**src/design/scsa_pkg.sv**
```systemverilog
// ----------------------------------------------------------------------------
// scsa_pkg
// shared types, codes and class helpers for the size-class slab allocator
// ----------------------------------------------------------------------------
package scsa_pkg;

   localparam int ADDR_W   = 48;
   localparam int BYTES_W  = 32;
   localparam int TOTAL_W  = 64;
   localparam int LIMIT_W  = 19;
   localparam int BASE_W   = 47;
   localparam int STATUS_W = 3;
   localparam int CLASS_W  = 3;

   localparam int CLASS_COUNT = 5;
   localparam logic [LIMIT_W-1:0] HUGE_BYTES = LIMIT_W'(262144);

   typedef logic [STATUS_W-1:0] status_type;
   typedef logic [CLASS_W-1:0]  class_type;

   localparam logic CMD_ALLOC = 1'b0;
   localparam logic CMD_FREE  = 1'b1;

   localparam status_type ST_OK        = 3'd0;
   localparam status_type ST_ZERO      = 3'd1;
   localparam status_type ST_OVERFLOW  = 3'd2;
   localparam status_type ST_NO_SLAB   = 3'd3;
   localparam status_type ST_FOREIGN   = 3'd4;
   localparam status_type ST_NULL      = 3'd5;
   localparam status_type ST_FULL      = 3'd6;

   localparam class_type CLS_TINY   = 3'd0;
   localparam class_type CLS_SMALL  = 3'd1;
   localparam class_type CLS_MEDIUM = 3'd2;
   localparam class_type CLS_LARGE  = 3'd3;
   localparam class_type CLS_HUGE   = 3'd4;

   localparam logic REG_OVERFLOW_LIMIT = 1'b0;
   localparam logic REG_POOL_BASE      = 1'b1;

   localparam logic [7:0] BYTE_ALL_FREE = 8'hFF;

   // log2 of the block size of a class
   function automatic logic [4:0] class_shift(input class_type c);
      logic [4:0] sh;
      case (c)
         CLS_TINY:   sh = 5'd8;
         CLS_SMALL:  sh = 5'd12;
         CLS_MEDIUM: sh = 5'd14;
         CLS_LARGE:  sh = 5'd16;
         default:    sh = 5'd18;
      endcase
      return sh;
   endfunction

   function automatic class_type classify(input logic [BYTES_W-1:0] b);
      class_type c;
      if (b <= BYTES_W'(256))            c = CLS_TINY;
      else if (b <= BYTES_W'(4 * 1024))  c = CLS_SMALL;
      else if (b <= BYTES_W'(16 * 1024)) c = CLS_MEDIUM;
      else if (b <= BYTES_W'(64 * 1024)) c = CLS_LARGE;
      else                               c = CLS_HUGE;
      return c;
   endfunction

endpackage

```
**src/design/scsa_locate.sv**
```systemverilog
// ----------------------------------------------------------------------------
// scsa_locate
// finds the slab that holds a region offset and whether it is carved
// ----------------------------------------------------------------------------
module scsa_locate #(
   parameter int SLAB_BYTES = 1048576,
   parameter int MAX_SLABS  = 8,
   parameter int SW         = $clog2(MAX_SLABS + 1)
) (
   input  logic [scsa_pkg::ADDR_W-1:0] offset,
   input  logic [SW-1:0]               slabs_in_use,
   output logic [SW-1:0]               slab,
   output logic                        in_region
);

   logic [MAX_SLABS-1:0] past_start;

   // thermometer of slab boundaries, one compare per slab
   always_comb begin
      for (int k = 1; k <= MAX_SLABS; k++) begin
         past_start[k-1] = offset >=
            scsa_pkg::ADDR_W'(longint'(k) * longint'(SLAB_BYTES));
      end
   end

   assign slab      = SW'($countones(past_start));
   assign in_region = slab < slabs_in_use;

endmodule

```
**config.mk**
```make
export PLATFORM = sky130hd
export DESIGN_NAME = scsa_locate
export DESIGN_NICKNAME = d
export VERILOG_FILES = /design/src/design/scsa_pkg.sv /design/src/design/scsa_locate.sv
export SDC_FILE = /design/constraint.sdc
export NUM_CORES = 1
export LEC_CHECK = 0
export BUFFER_PORTS_ARGS = -buffer_cell sky130_fd_sc_hd__buf_2
export CAP_MARGIN = 10
export CORE_AREA = 3 3 40 42
export DETAILED_ROUTE_END_ITERATION = 16
export DIE_AREA = 0 0 43 45
export GPL_TIMING_DRIVEN = 0
export PLACE_DENSITY_LB_ADDON = 0.2
export SLEW_MARGIN = 20
export SYNTH_ARGS = -nofsm -noshare
export SYNTH_HDL_FRONTEND = slang
export SYNTH_SLANG_ARGS = --single-unit
```
**constraint.sdc**
```tcl
create_clock -name vclk -period 6.9
set_input_delay 1.38 -clock vclk [all_inputs]
set_output_delay 1.38 -clock vclk [all_outputs]
set_load 0.01 [all_outputs]
```
==> impl_metrics.json <==
{
  "status": "finished clean",
  "start_kind": "input port",
  "area_delta_synth_final_pct": 55.84,
  "diodes": 0,
  "hold_ws_ns": 3.263,
  "final_util": 0.4810,
  "share_seq_of_total_power": 0,
  "crit_path_cell_trace": "buf_2 > or4_4 > nor2_8 > nand4b_1 > fa_1 > fa_1 > inv_1 > fa_1 > inv_1 > ha_1 > fa_2 > ha_1 > a21oi_2 > o21a_1 > buf_2",
  "final_common_cell": "buf_2",
  "cts_hold_buf": 0,
  "syn_nets": 111,
  "max_stage_delay_ns": 0.56,
  "cp.arrival_ns": 5.33,
  "post_drt_wl_per_cell_um": 9.010,
  "syn_inst": 49,
  "clockBufferCount": 0,
  "grt_pass1_vias": 402,
  "n_fill_cell": 140,
  "pwr_density_cell_nw_per_um2": 25.29,
  "io_buffer_count": 37,
  "synthDistinctLibCells": 21,
  "nets": 150,
  "io_pins": 57,
  "power_frac_comb": 1.000,
  "critPathSlowestCell": "or4_4",
  "drive_above_1_share": 0.5233,
  "drt_first_pass_iters": 2,
  "vias": 481,
  "fin_tns_setup_ns": 0,
  "cp_max_fo": 4,
  "die_w_um": 43,
  "regArea_um2": 0,
  "start_util": 0.3087,
  "finalHoldViolations": 0,
  "hpwl_um": 841.7,
  "worstMarginPinSlew_ns": 0.4187,
  "switching_share": 0.4130,
  "p_int_w": 0.000009175,
  "core_area_um2": 1285,
  "setup.worst_path.start": "offset[38]",
  "layout_common_cells": "buf_2 (37), inv_1 (6), ha_1 (6)",
  "required_ns": 5.52,
  "fin_crit_ns": 6.713,
  "hold_class": "input port to primary output",
  "period_share": 0.9729,
  "antenna_found_initial": 0,
  "ir_worst_vdd_v": 0.00001638,
  "hold_end": "slab[0]",
  "grt_pass1_wl_mm": 1.414,
  "min_from": "offset[45]",
  "nFlopsAndLatches": 0,
  "drt_iter0_drc": 3,
  "crit_buf_inv": 4,
  "grt_usage": 0.08598,
  "drc_errors": 0,
  "fmax_ghz": 0.1490,
  "die_area_um2": 1935,
  "setup.worst_path.class": "input port to primary output",
  "relSlewSlack": 0.7194,
  "p_leak_nw": 0.3273,
  "yosysWarnings": 0,
  "syn-cell-area_um2": 396.6,
  "crit_family": "adder cells",
  "gr-total-overflow": 0,
  "maxCapViolCount": 0,
  "holdPathStages": 5,
  "postRouteAntennaNets": 0,
  "vias_per_cell": 4.762,
  "rsz0062_at_grt": "false",
  "end_kind": "primary output",
  "gp_congestion": 0.7055,
  "yosysSeqAreaShare": 0,
  "clockPowerShare": 0,
  "power_w": 0.00001563,
  "drv_slew": 0,
  "syn_avg_cell_area_um2": 8.094,
  "grt_start_max_net_pins": 9,
  "wl_um": 910,
  "setup_viol": 0,
  "rows": 13,
  "die-height_um": 45,
  "crit_top_cell": "fa_1",
  "power.switching_w": 0.000006456
}
-- what timing repair did --
item | in CTS | in global routing
setup buffers | 0 | 1
endpoints found under the setup margin | 0 | 1
resized for setup | 0 | 5
-- cell type report --
| type | instances | area, um2 | share of cell area |
|---|---|---|---|
| inverters | 6 | 22.52 | 0.03644 |
| multi-input cells | 42 | 384.1 | 0.6215 |
| well taps | 15 | 18.77 | 0.03036 |
| repair buffers | 38 | 192.7 | 0.3117 |
-- layer usage --
layer	global-route usage	vias to the layer above	routed length, um
met5	0	-	0
li1	-	256	-
met2	0.1826	18	456
met3	0.003984	0	92
met4	0	0	0
met1	0.09951	207	362
-- kinds of logic after synthesis --
group,count (synthesis),synth area share
buffers and inverters,7,0.06623
and+or+nand+nor,25,0.4385
AOI/OAI and AO/OA,6,0.08202
xor gates and xnor gates,1,0.02209
adders and majority gates,10,0.3912
-- power by group through the flow --
stage | clock network [W] | registers [W] | logic [W]
floorplan | 0 | 0 | 0.00000480
global placement | 0 | 0 | 0.0000148
detailed placement | 0 | 0 | 0.0000152
CTS | 0 | 0 | 0.0000153
global route | 0 | 0 | 0.0000176
finish | 0 | 0 | 0.0000156
-- synthesized netlist by cell type (2+ instances only) --
library cell,count,area share
nor2_1,2,0.019
ha_1,6,0.19
nand2_1,2,0.019
or4_4,2,0.057
inv_1,6,0.057
a21oi_1,4,0.050
nand4_1,5,0.079
nor3_1,2,0.025
and4_1,2,0.044
fa_1,4,0.20
nor2b_1,2,0.032
nor4_1,3,0.047
-- metrics by stage --
stage	instances	worst slack (ns)	instance area (um2)
finish	101	0.1872	618.1
global placement	101	0.08914	600.6
detailed placement	101	0.06414	600.6
floorplan	49	0.2932	396.6
global route	101	0.03662	618.1
CTS	101	0.05896	600.6
-- how the worst max path moves through the flow --
stage | slack, ns | end | depth (start not counted)
after floorplan | 0.29 | in_region | 14
after global placement | 0.09 | in_region | 17
after detailed placement | 0.06 | in_region | 16
after CTS | 0.06 | in_region | 16
after global routing | 0.04 | in_region | 15
final | 0.19 | in_region | 15
No activity file was read; power rests on OpenSTA's default activity.
